**config.mk**
```make
export PLATFORM = sky130hd
export DESIGN_NAME = ccpo_wall
export DESIGN_NICKNAME = d
export VERILOG_FILES = /design/src/design/ccpo_pkg.sv /design/src/design/ccpo_wall.sv
export SDC_FILE = /design/constraint.sdc
export NUM_CORES = 1
export LEC_CHECK = 0
export BUFFER_PORTS_ARGS = -buffer_cell sky130_fd_sc_hd__buf_2
export CORE_ASPECT_RATIO = 1.25
export CORE_MARGIN = 2
export CORE_UTILIZATION = 41
export CTS_CLUSTER_DIAMETER = 40
export CTS_CLUSTER_SIZE = 24
export DETAILED_ROUTE_END_ITERATION = 12
export PLACE_DENSITY = 0.73
export SYNTH_ARGS = -nofsm -noshare
export SYNTH_HDL_FRONTEND = slang
export SYNTH_SLANG_ARGS = --single-unit
```
**constraint.sdc**
```tcl
create_clock -name clk -period 0.9 [get_ports clk]
set_input_delay 0.045 -clock clk [delete_from_list [all_inputs] [get_ports clk]]
set_output_delay 0.045 -clock clk [all_outputs]
set_load 0.05 [all_outputs]
```
**src/design/ccpo_pkg.sv**
```systemverilog
package ccpo_pkg;

	// Obstacle kind carried in the input tuser bit.
	typedef enum logic {
		OP_POINT = 1'b0,
		OP_WALL  = 1'b1
	} op_t;

	// Flow control that travels with every stage: request valid and the
	// enable of the operation that the next unit performs.
	typedef struct packed {
		logic vld;
		logic en;
	} flow_t;

endpackage

```
**src/design/ccpo_wall.sv**
```systemverilog
module ccpo_wall #(
	parameter int CB     = 32,
	parameter int SIDE_W = 1
) (
	input  logic                clk,
	input  logic                arst_n,
	input  logic                adv,
	input  ccpo_pkg::flow_t     flow_i,
	input  logic [CB-1:0]       cv_i,
	input  logic [CB-1:0]       cu_i,
	input  logic [CB-1:0]       fa_i,
	input  logic [CB-1:0]       ua_i,
	input  logic [CB-1:0]       ub_i,
	input  logic [CB-2:0]       r_i,
	input  logic [SIDE_W-1:0]   side_i,
	output ccpo_pkg::flow_t     flow_o,
	output logic [CB-1:0]       cv_o,
	output logic [CB-1:0]       cu_o,
	output logic [SIDE_W-1:0]   side_o
);

	ccpo_pkg::flow_t     flow_s1;
	logic [CB-1:0]       cv_s1;
	logic [CB-1:0]       cu_s1;
	logic [SIDE_W-1:0]   side_s1;

	logic [CB-1:0]       lo;
	logic [CB-1:0]       hi;
	logic                inr;
	logic [CB:0]         diff;
	logic [CB:0]         dmag;
	logic                near;
	logic [CB:0]         sum;
	logic [CB-1:0]       snap_val;
	logic                snap;

	// Span of the wall along its own axis and whether the circle lies in it.
	assign lo  = ($signed(ua_i) < $signed(ub_i)) ? ua_i : ub_i;
	assign hi  = ($signed(ua_i) < $signed(ub_i)) ? ub_i : ua_i;
	assign inr = ($signed(cu_i) >= $signed(lo)) && ($signed(cu_i) <= $signed(hi));

	// Distance across the wall and the snapped coordinate on the circle's side.
	assign diff = {cv_i[CB-1], cv_i} - {fa_i[CB-1], fa_i};
	assign dmag = diff[CB] ? (~diff + 1'b1) : diff;
	assign near = dmag < {2'b00, r_i};
	assign sum  = diff[CB] ? ({fa_i[CB-1], fa_i} - {2'b00, r_i})
	                       : ({fa_i[CB-1], fa_i} + {2'b00, r_i});

	always_comb begin
		if (sum[CB] != sum[CB-1]) begin
			snap_val = sum[CB] ? {1'b1, {(CB-1){1'b0}}} : {1'b0, {(CB-1){1'b1}}};
		end else begin
			snap_val = sum[CB-1:0];
		end
	end

	assign snap = flow_i.en && inr && near;

	// Control register of the stage.
	always_ff @(posedge clk or negedge arst_n) begin
		if (!arst_n) begin
			flow_s1 <= '0;
		end else if (adv) begin
			flow_s1.vld <= flow_i.vld;
			flow_s1.en  <= flow_i.en && !inr;
		end
	end

	// Payload register of the stage.
	always_ff @(posedge clk) begin
		if (adv) begin
			cv_s1   <= snap ? snap_val : cv_i;
			cu_s1   <= cu_i;
			side_s1 <= side_i;
		end
	end

	assign flow_o = flow_s1;
	assign cv_o   = cv_s1;
	assign cu_o   = cu_s1;
	assign side_o = side_s1;

endmodule

```
Word-level counts from Yosys, hierarchy flattened. Cells that the tools add are included. W data, S select, Z words.

Bits of input ports: 197. Word-level logic and storage cells: 27. Flip-flop bits (word level): 67.

Bitwise operators: 1. Reductions and logical operators: 5. Add/sub/neg operators: 4. Order comparisons: 4. Equality and inequality tests: 1. Multiplexer cells: 7.

Operators by type and width (number): $mux W32 (5); $mux W33 (2); $sub A32 B32 Y33 (2); $add A32 B32 Y33 (1); $add A33 B1 Y33 const B (1); $lt A33 B31 Y1 (1); $not A33 Y33 (1); $ge A32 B32 Y1 (1); $le A32 B32 Y1 (1); $lt A32 B32 Y1 (1); $logic_and A1 B1 Y1 (4); $logic_not A1 Y1 (1); $ne A1 B1 Y1 (1).

Longest topological paths before layout. Gate-level depths: netlist (run 1).

Word-level depth: 7. Mapped depth: 27. Mapped depth without buffers: 24.

Least setup slack after synthesis (run 1). Ideal clock, no wire load.

Kind: input-to-reg. Start point: input cv_i[0]. End point: register cv_s1[23] (netlist: cv_o[23]), data pin. Arrival time: 5584 ps. Setup slack: -4944 ps. Stages on the path: 26. Buffers on the path: 4. Library setup time: 260 ps. Cell sequence: inv_1 ha_1 fa_1 nand2b_1 a21oi_1 o21ai_1 a211oi_2 o211ai_1 a31oi_1 clkbuf_1 o31ai_1 xnor2_1 ha_1 clkbuf_1 a21o_1 a21oi_1 nor2b_1 a211oi_1 nor4_1 a21o_1 a311oi_1 and3_1 clkbuf_1 clkbuf_1 o21ai_0 mux2_4.

Cells in the longest elaborated chain, start to end: 7. Elaborated cells on any way between the ends: 11. Classes of those cells: add/sub: 2; order compare: 1; eq/ne: 1; mux: 5; bitwise: 1; reduce/logical: 1.

RTL lines: start, declared (line ccpo_wall.sv:9) `input logic [CB-1:0] cv_i,`; $sub A32 B32 Y33 (*) (line ccpo_wall.sv:43) `assign diff = {cv_i[CB-1], cv_i} - {fa_i[CB-1], fa_i};`; $not A33 Y33 (line ccpo_wall.sv:44) `assign dmag = diff[CB] ? (~diff + 1'b1) : diff;`; $add A33 B1 Y33 (line ccpo_wall.sv:44); $mux W33 (line ccpo_wall.sv:44); $lt A33 B31 Y1 (line ccpo_wall.sv:45) `assign near = dmag < {2'b00, r_i};`; $logic_and A1 B1 Y1 (line ccpo_wall.sv:57) `assign snap = flow_i.en && inr && near;`; $mux W32 (*) (line ccpo_wall.sv:72) `cv_s1 <= snap ? snap_val : cv_i;`; end signal, assigned (line ccpo_wall.sv:72); end, declared (line ccpo_wall.sv:23) `logic [CB-1:0] cv_s1;`.

Mark *: on every way between the ends. The rest lies on a longest branch, timed or not. A chain may end at the register's enable or synchronous reset.

Worst setup path in the final report (run 1).
Start point: input fa_i[9]. End point: register cv_s1[24] (netlist: cv_o[24]), data pin.

Cells in the longest elaborated chain, start to end: 7. Elaborated cells on any way between the ends: 13. Classes of those cells: add/sub: 4; order compare: 1; eq/ne: 1; mux: 5; bitwise: 1; reduce/logical: 1.

RTL lines: start, declared (line ccpo_wall.sv:11) `input logic [CB-1:0] fa_i,`; $sub A32 B32 Y33 (line ccpo_wall.sv:43); $not A33 Y33 (line ccpo_wall.sv:44); $add A33 B1 Y33 (line ccpo_wall.sv:44); $mux W33 (line ccpo_wall.sv:44); $lt A33 B31 Y1 (line ccpo_wall.sv:45); $logic_and A1 B1 Y1 (line ccpo_wall.sv:57); $mux W32 (*) (line ccpo_wall.sv:72).

Marks and branches as above.

==> impl_metrics.env, run 1 <==
export IMPL_cell_at_the_root_of_the_clock_tree="sky130_fd_sc_hd__clkbuf_16"
export IMPL_grt_ovfl_total=0
export IMPL_die_h_microns=192
export IMPL_holdPathStages=2
export IMPL_synth_edf_count=65
export IMPL_dieWidth_microns=155
export IMPL_final_cell_mix="545 x sky130_fd_sc_hd__buf_4, 188 x sky130_fd_sc_hd__buf_2, 173 x sky130_fd_sc_hd__ha_1"
export IMPL_maximum_number_of_pins_on_one_net_before_global_route_repair=30
export IMPL_clk_latency_ps=350
export IMPL_async_reset_ff_share_pct=2.99
export IMPL_finalWorstPathRequiredPeriod_ps=5390
export IMPL_power_leakage_nw=9.79
export IMPL_htree_levels=3
export IMPL_final_max_slew_viol_count=0
export IMPL_synth_area_mux_share_pct=9.68
export IMPL_grtUsageMet3_pct=3.37
export IMPL_floorplan_rows=69
export IMPL_postSynthNetCount=1778
export IMPL_drive_gt1_share_pct=44.6
export IMPL_dpl_hpwl_microns=38300
export IMPL_main_combinational_cell_family_by_area_after_synthesis="compound AO/OA/AOI/OAI gates"
export IMPL_final_setup_viol_count=100
export IMPL_r2r_cells=1
export IMPL_numPortBuffers=263
export IMPL_worst_hold_slack_ps=13.8
export IMPL_fin_crit_sh_pct=599
export IMPL_grt_first_pass_wirelength_microns=69900
export IMPL_synthesis_yosys_warnings=0
export IMPL_timing_hold_worst_class="in -> reg"
export IMPL_global_route_peak_usage_layer="met2"
export IMPL_grt_met1_usage_pct=30.9
export IMPL_synth_distinct_cells=84
export IMPL_gp_congestion=1.04
export IMPL_post_dp_cell_area_sq_um=17500
export IMPL_max_freq_mhz=186
export IMPL_max_cap_violations=0
export IMPL_synth_main_ff_cell="sky130_fd_sc_hd__edfxtp_1"
export IMPL_num_io_pins=264
export IMPL_timing_critical_path_arrival_ps=5480
export IMPL_syn_mean_instance_area_sq_um=8.39
export IMPL_synth_ff_latch_count=67
export IMPL_routed_via_count=14200
export IMPL_number_of_global_route_vias_before_repair=14300
export IMPL_report_final_hold_viol_count=0
export IMPL_layout_setup_ws_ps=-4490
export IMPL_gr_usage_all_layers_pct=29.8
export IMPL_antenna_diode_count=0
export IMPL_setup_worst_path_class="in -> reg"
export IMPL_yosys_area_share_xor_xnor_pct=7.29
export IMPL_design_area_sq_um=19300
export IMPL_mostFrequentLayoutCell="sky130_fd_sc_hd__buf_4"
export IMPL_share_of_synthesized_area_occupied_by_flip_flops_and_latches_pct=17.2
export IMPL_drc=0
export IMPL_violations="setup timing"
export IMPL_cp_start_kind="primary input"
export IMPL_cp_end_kind="flip-flop"
export IMPL_fin_skew_ps=0
export IMPL_finalWirelength_microns=46400
export IMPL_coreArea_sq_um=28200
export IMPL_num_nets_final=2591
export IMPL_numCtsBuffers=9
export IMPL_drtAntennaViolNets=0
export IMPL_fp_dieArea_sq_um=29800
export IMPL_netlist_area_sq_um=11700
export IMPL_timing_slew_headroom_pct=61.6
export IMPL_layout_area_overhead_vs_synth_pct=65.5
export IMPL_cts_num_sinks=67
export IMPL_totalPowerFinal_mw=27.1
export IMPL_routed_via_density=5.53
export IMPL_worst_path_max_fanout=17
export IMPL_clock_path_buffers=2
export IMPL_first_pass_iters=7
export IMPL_worst_ep_required_time_ps=990
export IMPL_first_iter_violations=768
export IMPL_reg_clk_slew_reported_paths_ps=60
export IMPL_power_per_cell_area_nw_per_um2=1400
export IMPL_synth_compound_area_share_pct=23.4
export IMPL_post_synth_and_or_nand_nor_area_fraction_pct=15.7
export IMPL_unrepaired_setup_endpoints_after_global_routing="yes"
export IMPL_post_synth_fa_ha_maj_area_fraction_pct=21.0
export IMPL_result_of_the_run="finished, violations left"
export IMPL_wire_per_inst_microns=18.1
export IMPL_effective_utilization_at_floorplan_pct=41.3
export IMPL_use_met2_pct=58.2
export IMPL_cts_tree="built"
export IMPL_max_vdd_ir_drop_mv=1.03
export IMPL_post_synth_inst_count=1388
export IMPL_antenna_found_initial=1
export IMPL_timing_worst_slew_pin_value_ps=569
[Yosys cell counts (14+ instances only)]
cell type                  number  area [sq um]
sky130_fd_sc_hd__o211ai_1      16           120
sky130_fd_sc_hd__a21o_1        64           480
sky130_fd_sc_hd__nor3_1        35           175
sky130_fd_sc_hd__mux2_4        28           420
sky130_fd_sc_hd__nor2b_1       17           106
sky130_fd_sc_hd__nor2_1        65           244
sky130_fd_sc_hd__a211oi_1      15           113
sky130_fd_sc_hd__edfxtp_1      65          1950
sky130_fd_sc_hd__xor2_1        28           245
sky130_fd_sc_hd__mux2i_1       65           651
sky130_fd_sc_hd__nand2_1       87           327
sky130_fd_sc_hd__o21ai_0       98           490
sky130_fd_sc_hd__inv_1        119           447
sky130_fd_sc_hd__nor4_1        14          87.6
sky130_fd_sc_hd__xnor2_1       69           604
sky130_fd_sc_hd__clkbuf_1      24          90.1
sky130_fd_sc_hd__nand4_1       33           206
sky130_fd_sc_hd__ha_1         191          2390
sky130_fd_sc_hd__nand3_1       27           135
sky130_fd_sc_hd__a21oi_1      109           546
sky130_fd_sc_hd__o21a_1        14           105
[metrics by stage]
stage          utilization (%)  std cells  setup TNS (ps)  worst slack, ps
6_report                  68.3       2561         -149300            -4490
2_1_floorplan                -       1388         -142150            -4380
3_5_place_dp              62.1       2499         -165110            -5070
4_1_cts                   66.9       2552         -145360            -4350
3_3_place_gp              62.1       2499         -157870            -4840
5_1_grt                   68.3       2561         -154990            -4600
[routing by layer]
layer | vias to the layer above | part of all wire [%]
met2 | 548 | 52
met3 | 157 | 5.7
li1 | 6843 | -
met5 | - | 0
met4 | 0 | 5.7
met1 | 6616 | 36
[report_power, final]
group | leakage, nW | internal [mW] | total (mW) | switching, mW
registers | 0.659 | 3.79 | 3.95 | 0.154
logic | 8.97 | 9.41 | 18.9 | 9.50
clock network | 0.163 | 2.72 | 4.20 | 1.48
total | 9.79 | 15.9 | 27.1 | 11.1
[layout make-up]
| cell class | count | area [sq um] |
|---|---|---|
| clock buffer | 10 | 229 |
| clock inverter | 6 | 115 |
| fill | 2125 | 8950 |
| inverter | 119 | 474 |
| multi-input combinational | 1164 | 9670 |
| sequential | 67 | 2000 |
| tap | 355 | 444 |
| timing repair buffer | 840 | 6350 |
[logic make-up (layout without fill, tap and decap cells)]
kind of cell	count (synthesis)	count (layout)
adder cells (fa/ha/maj)	195	195
flip-flops	67	67
XOR/XNOR	97	97
buffers and inverters	157	975
multiplexers	98	98
AO/OA/AOI/OAI	419	419
AND/OR/NAND/NOR	355	355
[flip-flops by register name (all words and copies together), names as in the netlist]
signal  cells
side_o      1
cv_o       32
flow_o      2
cu_o       32
[final timing paths]
path                       slack [ps]      start   endpoint
max reg2reg                       120  flow_o[1]  flow_o[1]
min reg2reg                       540  flow_o[1]  flow_o[1]
min                                10   cu_i[22]   cu_o[22]
min in group asynchronous         590     arst_n  flow_o[0]
max                             -4490    fa_i[9]   cv_o[24]
max in group asynchronous         170     arst_n  flow_o[1]
[timing repair]
item	4_1_cts	5_1_grt
resized for setup	184	55
buffers inserted	12	8
hold endpoints to repair	23	0
gates cloned	2	1
endpoints found under the setup margin	100	100
pin swaps	12	16
hold buffers	23	0
[critical path, cell delays in order]
cell	delay, ps
sky130_fd_sc_hd__buf_2	140
sky130_fd_sc_hd__inv_2	60
sky130_fd_sc_hd__ha_4	310
sky130_fd_sc_hd__o211ai_1	140
sky130_fd_sc_hd__buf_4	180
sky130_fd_sc_hd__nor4_2	160
sky130_fd_sc_hd__o21ai_1	210
sky130_fd_sc_hd__buf_4	200
sky130_fd_sc_hd__a211oi_2	320
sky130_fd_sc_hd__o211ai_1	190
sky130_fd_sc_hd__a31oi_2	270
sky130_fd_sc_hd__buf_12	170
sky130_fd_sc_hd__buf_4	220
sky130_fd_sc_hd__a41oi_1	70
sky130_fd_sc_hd__xor2_1	170
sky130_fd_sc_hd__ha_1	290
sky130_fd_sc_hd__a21o_1	160
sky130_fd_sc_hd__a21o_1	170
sky130_fd_sc_hd__a21oi_1	140
sky130_fd_sc_hd__o21ai_0	170
sky130_fd_sc_hd__a221oi_2	270
sky130_fd_sc_hd__o21ai_1	90
sky130_fd_sc_hd__a2111o_1	290
sky130_fd_sc_hd__or3b_4	510
sky130_fd_sc_hd__clkbuf_16	220
sky130_fd_sc_hd__mux2_4	290
(Power assumes the default switching activity.)
==> run 2: changes to the inputs <==
Settings changed: CELL_PAD_IN_SITES_DETAIL_PLACEMENT from default to 0, CELL_PAD_IN_SITES_GLOBAL_PLACEMENT from default to 1, CORE_ASPECT_RATIO 1.25 to default, PLACE_DENSITY 0.73 to default, PLACE_DENSITY_LB_ADDON from default to 0.1.
==> impl_metrics.env, run 2 (synthesis gave the netlist of run 1 again) <==
export IMPL_result_of_the_run="finished, violations left"
export IMPL_violations="setup timing"
export IMPL_fp_dieArea_sq_um=29800
export IMPL_htree_levels=3
export IMPL_cts_tree="built"
export IMPL_crit_chain="buf_6 -> inv_4 -> ha_4 -> fa_2 -> nand2b_4 -> a21o_4 -> a221oi_1 -> o22ai_2 -> nor4_2 -> buf_4 -> nand4_1 -> or4_4 -> o21ai_0 -> xor2_1 -> ha_1 -> nand4_1 -> o311ai_0 -> a221oi_2 -> o21ai_1 -> a2111o_1 -> or3b_4 -> clkbuf_16 -> mux2_4"
export IMPL_timing_slew_headroom_pct=65.2
export IMPL_final_cell_mix="558 x sky130_fd_sc_hd__buf_4, 192 x sky130_fd_sc_hd__buf_2, 178 x sky130_fd_sc_hd__ha_1"
export IMPL_effective_utilization_at_floorplan_pct=41.8
export IMPL_power_per_cell_area_nw_per_um2=1360
export IMPL_cell_at_the_root_of_the_clock_tree="sky130_fd_sc_hd__clkbuf_16"
export IMPL_layout_setup_ws_ps=-4420
export IMPL_drtAntennaViolNets=0
export IMPL_max_freq_mhz=188
export IMPL_worst_path_max_fanout=7
export IMPL_maximum_number_of_pins_on_one_net_before_global_route_repair=41
export IMPL_clock_path_buffers=2
export IMPL_numCtsBuffers=9
export IMPL_critical_path_n_buffers_inverters=4
export IMPL_power_leakage_nw=9.81
export IMPL_cp_end_kind="flip-flop"
export IMPL_clk_latency_ps=350
export IMPL_cp_depth=23
export IMPL_die_h_microns=173
export IMPL_crit_reg2reg_launch="flow_o[1]"
export IMPL_finalWirelength_microns=45600
export IMPL_worst_hold_slack_ps=7.74
export IMPL_final_util_pct=68.9
export IMPL_critical_path_top_delay_family="simple AND/OR/NAND/NOR gates"
export IMPL_holdPathStages=2
export IMPL_reg_clk_slew_reported_paths_ps=50
export IMPL_num_nets_final=2607
export IMPL_totalPowerFinal_mw=26.1
export IMPL_timing_worst_slew_pin_value_ps=521
export IMPL_max_cap_violations=0
export IMPL_dieWidth_microns=173
export IMPL_hold_path_startpoint="cu_i[21]"
export IMPL_number_of_global_route_vias_before_repair=14000
export IMPL_finalWorstPathRequiredPeriod_ps=5320
export IMPL_dpl_hpwl_microns=39100
export IMPL_grt_ovfl_total=0
export IMPL_fin_skew_ps=0
export IMPL_cpMaxStageDelayCell="sky130_fd_sc_hd__or4_4"
export IMPL_final_max_slew_viol_count=0
export IMPL_antenna_found_initial=0
export IMPL_setup_worst_path_class="in -> reg"
export IMPL_gr_usage_all_layers_pct=29.9
export IMPL_fillers=2301
export IMPL_num_io_pins=264
export IMPL_drc=0
export IMPL_first_pass_iters=5
export IMPL_r2r_cells=1
export IMPL_cts_num_sinks=67
export IMPL_critPathMaxStageDelay_ps=610
export IMPL_final_setup_viol_count=100
export IMPL_mostFrequentLayoutCell="sky130_fd_sc_hd__buf_4"
export IMPL_numPortBuffers=263
export IMPL_first_iter_violations=720
export IMPL_report_final_hold_viol_count=0
export IMPL_routed_via_count=13700
export IMPL_worst_ep_required_time_ps=1000
export IMPL_grt_first_pass_wirelength_microns=71100
export IMPL_drive_gt1_share_pct=44.4
export IMPL_numPlacedInstances=2551
export IMPL_unrepaired_setup_endpoints_after_global_routing="yes"
export IMPL_floorplan_rows=61
export IMPL_max_vdd_ir_drop_mv=1.02
export IMPL_startpoint="cv_i[0]"
export IMPL_layout_area_overhead_vs_synth_pct=64.6
export IMPL_coreArea_sq_um=27900
export IMPL_fin_crit_sh_pct=591
export IMPL_routed_via_density=5.25
export IMPL_final_instance_count_excl_fill=2601
export IMPL_cp_start_kind="primary input"
export IMPL_timing_hold_worst_class="in -> reg"
export IMPL_wire_per_inst_microns=17.5
export IMPL_cpMostUsedCell="sky130_fd_sc_hd__nand4_1"
export IMPL_gp_congestion=0.956
export IMPL_timing_critical_path_arrival_ps=5410
-- run 2: per-layer routing --
metal | global-route usage [%] | wire [microns] | vias up
met1 | 35.7 | 19300 | 6359
met2 | 55.9 | 22800 | 354
met4 | 10.4 | 1500 | 0
met3 | 2.48 | 1940 | 80
li1 | - | - | 6875
met5 | 0 | 0 | -
-- run 2: timing repair --
| item | CTS | global route |
|---|---|---|
| cloned | 2 | 1 |
| hold buffers | 23 | 0 |
| endpoints found under the setup margin | 100 | 100 |
| pin swaps | 9 | 11 |
| setup buffers | 4 | 3 |
| resized for setup | 166 | 36 |
| endpoints found under the hold margin | 23 | 0 |
-- run 2: where the power goes --
| group | switching, mW | total, mW | internal, mW |
|---|---|---|---|
| combinational | 9.23 | 18.6 | 9.38 |
| sequential | 0.148 | 3.94 | 3.79 |
| clock | 1.41 | 3.56 | 2.16 |
| total | 10.8 | 26.1 | 15.3 |
-- run 2: cell type report --
class	instances	area (sq um)	area share [%]
Clock buffer	9	225	1.17
Sequential cell	67	2000	10.4
Tap cell	378	473	2.47
Clock inverter	7	75.1	0.391
Antenna cell	1	2.50	0.0130
Multi-Input combinational cell	1164	9480	49.4
Inverter	119	474	2.47
Timing Repair Buffer	856	6450	33.6
-- run 2: worst paths after layout --
path | to | slack, ps
max in group asynchronous | flow_o[1] | 190
max | cv_o[21] | -4420
min reg2reg | flow_o[1] | 530
min in group asynchronous | flow_o[0] | 570
max reg2reg | flow_o[1] | 120
min | cu_o[21] | 8
-- run 2: through the flow --
stage                     area [sq um]  TNS, ps  setup WS (ps)
after floorplan                  12000  -142150          -4380
after global placement           17800  -160440          -4920
after detailed placement         17800  -163290          -5010
after CTS                        19000  -147610          -4420
after global routing             19200  -154640          -4610
final                            19200  -146790          -4420
==> run 3: changes to the inputs <==
Clock period 0.9 ns to 5.7 ns, I/O delays scaled along.
==> impl_metrics.env, run 3 (synthesis gave the netlist of run 1 again) <==
export IMPL_numPortBuffers=263
export IMPL_timing_worst_slew_pin_value_ps=865
export IMPL_max_cap_violations=0
export IMPL_effective_utilization_at_floorplan_pct=41.8
export IMPL_worst_path_max_fanout=7
export IMPL_fp_dieArea_sq_um=29800
export IMPL_finalWirelength_microns=43500
export IMPL_cell_at_the_root_of_the_clock_tree="sky130_fd_sc_hd__clkbuf_16"
export IMPL_drtAntennaViolNets=0
export IMPL_first_pass_iters=6
export IMPL_mostFrequentLayoutCell="sky130_fd_sc_hd__buf_4"
export IMPL_clk_latency_ps=340
export IMPL_result_of_the_run="finished clean"
export IMPL_pre_cts_setup_slack_ps=-736
export IMPL_first_iter_violations=772
export IMPL_p_sw_share_pct=40.9
export IMPL_dieWidth_microns=173
export IMPL_numCtsBuffers=9
export IMPL_combPwrFrac_pct=68.6
export IMPL_final_setup_viol_count=0
export IMPL_routed_via_count=12900
export IMPL_fin_crit_sh_pct=99.7
export IMPL_cp_start_kind="primary input"
export IMPL_htree_levels=3
export IMPL_p_sw_mw=1.68
export IMPL_setup_worst_path_class="in -> reg"
export IMPL_totalPowerFinal_mw=4.10
export IMPL_floorplan_rows=61
export IMPL_power_leakage_nw=8.84
export IMPL_wire_per_inst_microns=18.0
export IMPL_dpl_hpwl_microns=36700
export IMPL_unrepaired_setup_endpoints_after_global_routing="yes"
export IMPL_max_vdd_ir_drop_mv=0.160
export IMPL_timing_slew_headroom_pct=42.3
export IMPL_routed_via_density=5.33
export IMPL_gp_congestion=0.992
export IMPL_final_cell_mix="392 x sky130_fd_sc_hd__buf_4, 259 x sky130_fd_sc_hd__buf_2, 172 x sky130_fd_sc_hd__ha_1"
export IMPL_maximum_number_of_pins_on_one_net_before_global_route_repair=69
export IMPL_report_final_hold_viol_count=0
export IMPL_cp_end_kind="flip-flop"
export IMPL_r2r_cells=1
export IMPL_layout_area_overhead_vs_synth_pct=50.6
export IMPL_cell_internal_pwr_mw=2.43
export IMPL_reg_clk_slew_reported_paths_ps=60
export IMPL_drc=0
export IMPL_cts_tree="built"
export IMPL_clock_path_buffers=2
export IMPL_finalWorstPathRequiredPeriod_ps=5680
export IMPL_tns_ps=0
export IMPL_power_clock_fraction_pct=16.6
export IMPL_die_h_microns=173
export IMPL_share_of_power_burned_in_registers_pct=14.8
export IMPL_gr_usage_all_layers_pct=27.7
export IMPL_layout_setup_ws_ps=19.4
export IMPL_holdPathStages=1
export IMPL_grt_ovfl_total=0
export IMPL_timing_hold_worst_class="in -> reg"
export IMPL_timing_critical_path_arrival_ps=5770
export IMPL_number_of_global_route_vias_before_repair=12700
export IMPL_final_max_slew_viol_count=0
export IMPL_grt_first_pass_wirelength_microns=65700
export IMPL_drive_gt1_share_pct=41.2
export IMPL_fin_skew_ps=0
export IMPL_worst_ep_required_time_ps=5790
export IMPL_coreArea_sq_um=27900
export IMPL_num_io_pins=264
export IMPL_max_freq_mhz=176
export IMPL_antenna_found_initial=4
export IMPL_num_nets_final=2420
export IMPL_cts_num_sinks=67
export IMPL_power_per_cell_area_nw_per_um2=234
run 3: worst max-delay path, cell delays in order:
cell	delay, ps
sky130_fd_sc_hd__buf_2	110
sky130_fd_sc_hd__inv_1	60
sky130_fd_sc_hd__ha_2	280
sky130_fd_sc_hd__o211ai_1	210
sky130_fd_sc_hd__buf_4	180
sky130_fd_sc_hd__a21o_4	150
sky130_fd_sc_hd__a211oi_4	80
sky130_fd_sc_hd__or3_1	320
sky130_fd_sc_hd__a222oi_1	430
sky130_fd_sc_hd__nand4b_1	150
sky130_fd_sc_hd__buf_4	180
sky130_fd_sc_hd__nor4_4	250
sky130_fd_sc_hd__and3_4	250
sky130_fd_sc_hd__a31oi_4	80
sky130_fd_sc_hd__xor2_1	150
sky130_fd_sc_hd__ha_1	290
sky130_fd_sc_hd__a21o_1	160
sky130_fd_sc_hd__a21oi_1	130
sky130_fd_sc_hd__nor2b_1	60
sky130_fd_sc_hd__o21ai_1	130
sky130_fd_sc_hd__nand2b_1	80
sky130_fd_sc_hd__a221oi_2	320
sky130_fd_sc_hd__o21ai_1	100
sky130_fd_sc_hd__a2111o_1	290
sky130_fd_sc_hd__or3b_4	510
sky130_fd_sc_hd__clkbuf_16	220
sky130_fd_sc_hd__mux2_4	290
run 3: area by class of cell:
type | instances | area, sq um
clock inverters | 6 | 136
diodes | 4 | 10.0
flip-flops and latches | 67 | 2000
fillers | 2487 | 10300
inverters | 119 | 449
multi-input cells | 1164 | 9680
repair buffers | 669 | 4570
clock buffers | 10 | 229
well taps | 378 | 473
run 3: routing by layer:
layer  routed length (microns)  up-vias  track usage [%]
li1                          -     6493                -
met1                     19400     5978             35.5
met2                     21100      356             49.1
met3                      2010       52             2.73
met4                      1040        0             8.37
met5                         0        -                0
run 3: repair_timing:
action / CTS / global route
hold buffers: 1 / 0
resized for setup: 26 / 124
buffers inserted: 6 / 18
endpoints found under the hold margin: 2 / 0
setup endpoints to repair: 32 / 32
gates cloned: 2 / 4
pin swaps: 15 / 31
run 3: power groups by stage:
stage	Sequential [mW]	Clock, mW	Combinational (mW)
3_5_place_dp	0.618	0	2.59
4_1_cts	0.608	0.693	2.65
3_3_place_gp	0.617	0	2.56
5_1_grt	0.612	0.709	3.08
6_report	0.608	0.681	2.81
2_1_floorplan	0.789	0	1.39
run 3: per-stage QoR:
stage / area, sq um / utilization [%] / instances / hold WS, ps
floorplan: 11700 / - / 1388 / -10.6
global placement: 16200 / 58.0 / 2366 / 71.8
detailed placement: 16200 / 58.0 / 2366 / 73.2
CTS: 16700 / 60.1 / 2391 / 104
global route: 17500 / 63.0 / 2417 / 113
finish: 17500 / 63.0 / 2417 / 117
run 3: path summary, 6_finish.rpt:
| kind | from | endpoint | slack, ps |
|---|---|---|---|
| max | fa_i[3] | cv_o[19] | 20 |
| min | side_i | side_o | 120 |
| max reg2reg | flow_o[1] | flow_o[1] | 4970 |
| min reg2reg | flow_o[1] | flow_o[1] | 500 |
| max in group asynchronous | arst_n | flow_o[1] | 5360 |
| min in group asynchronous | arst_n | flow_o[0] | 250 |
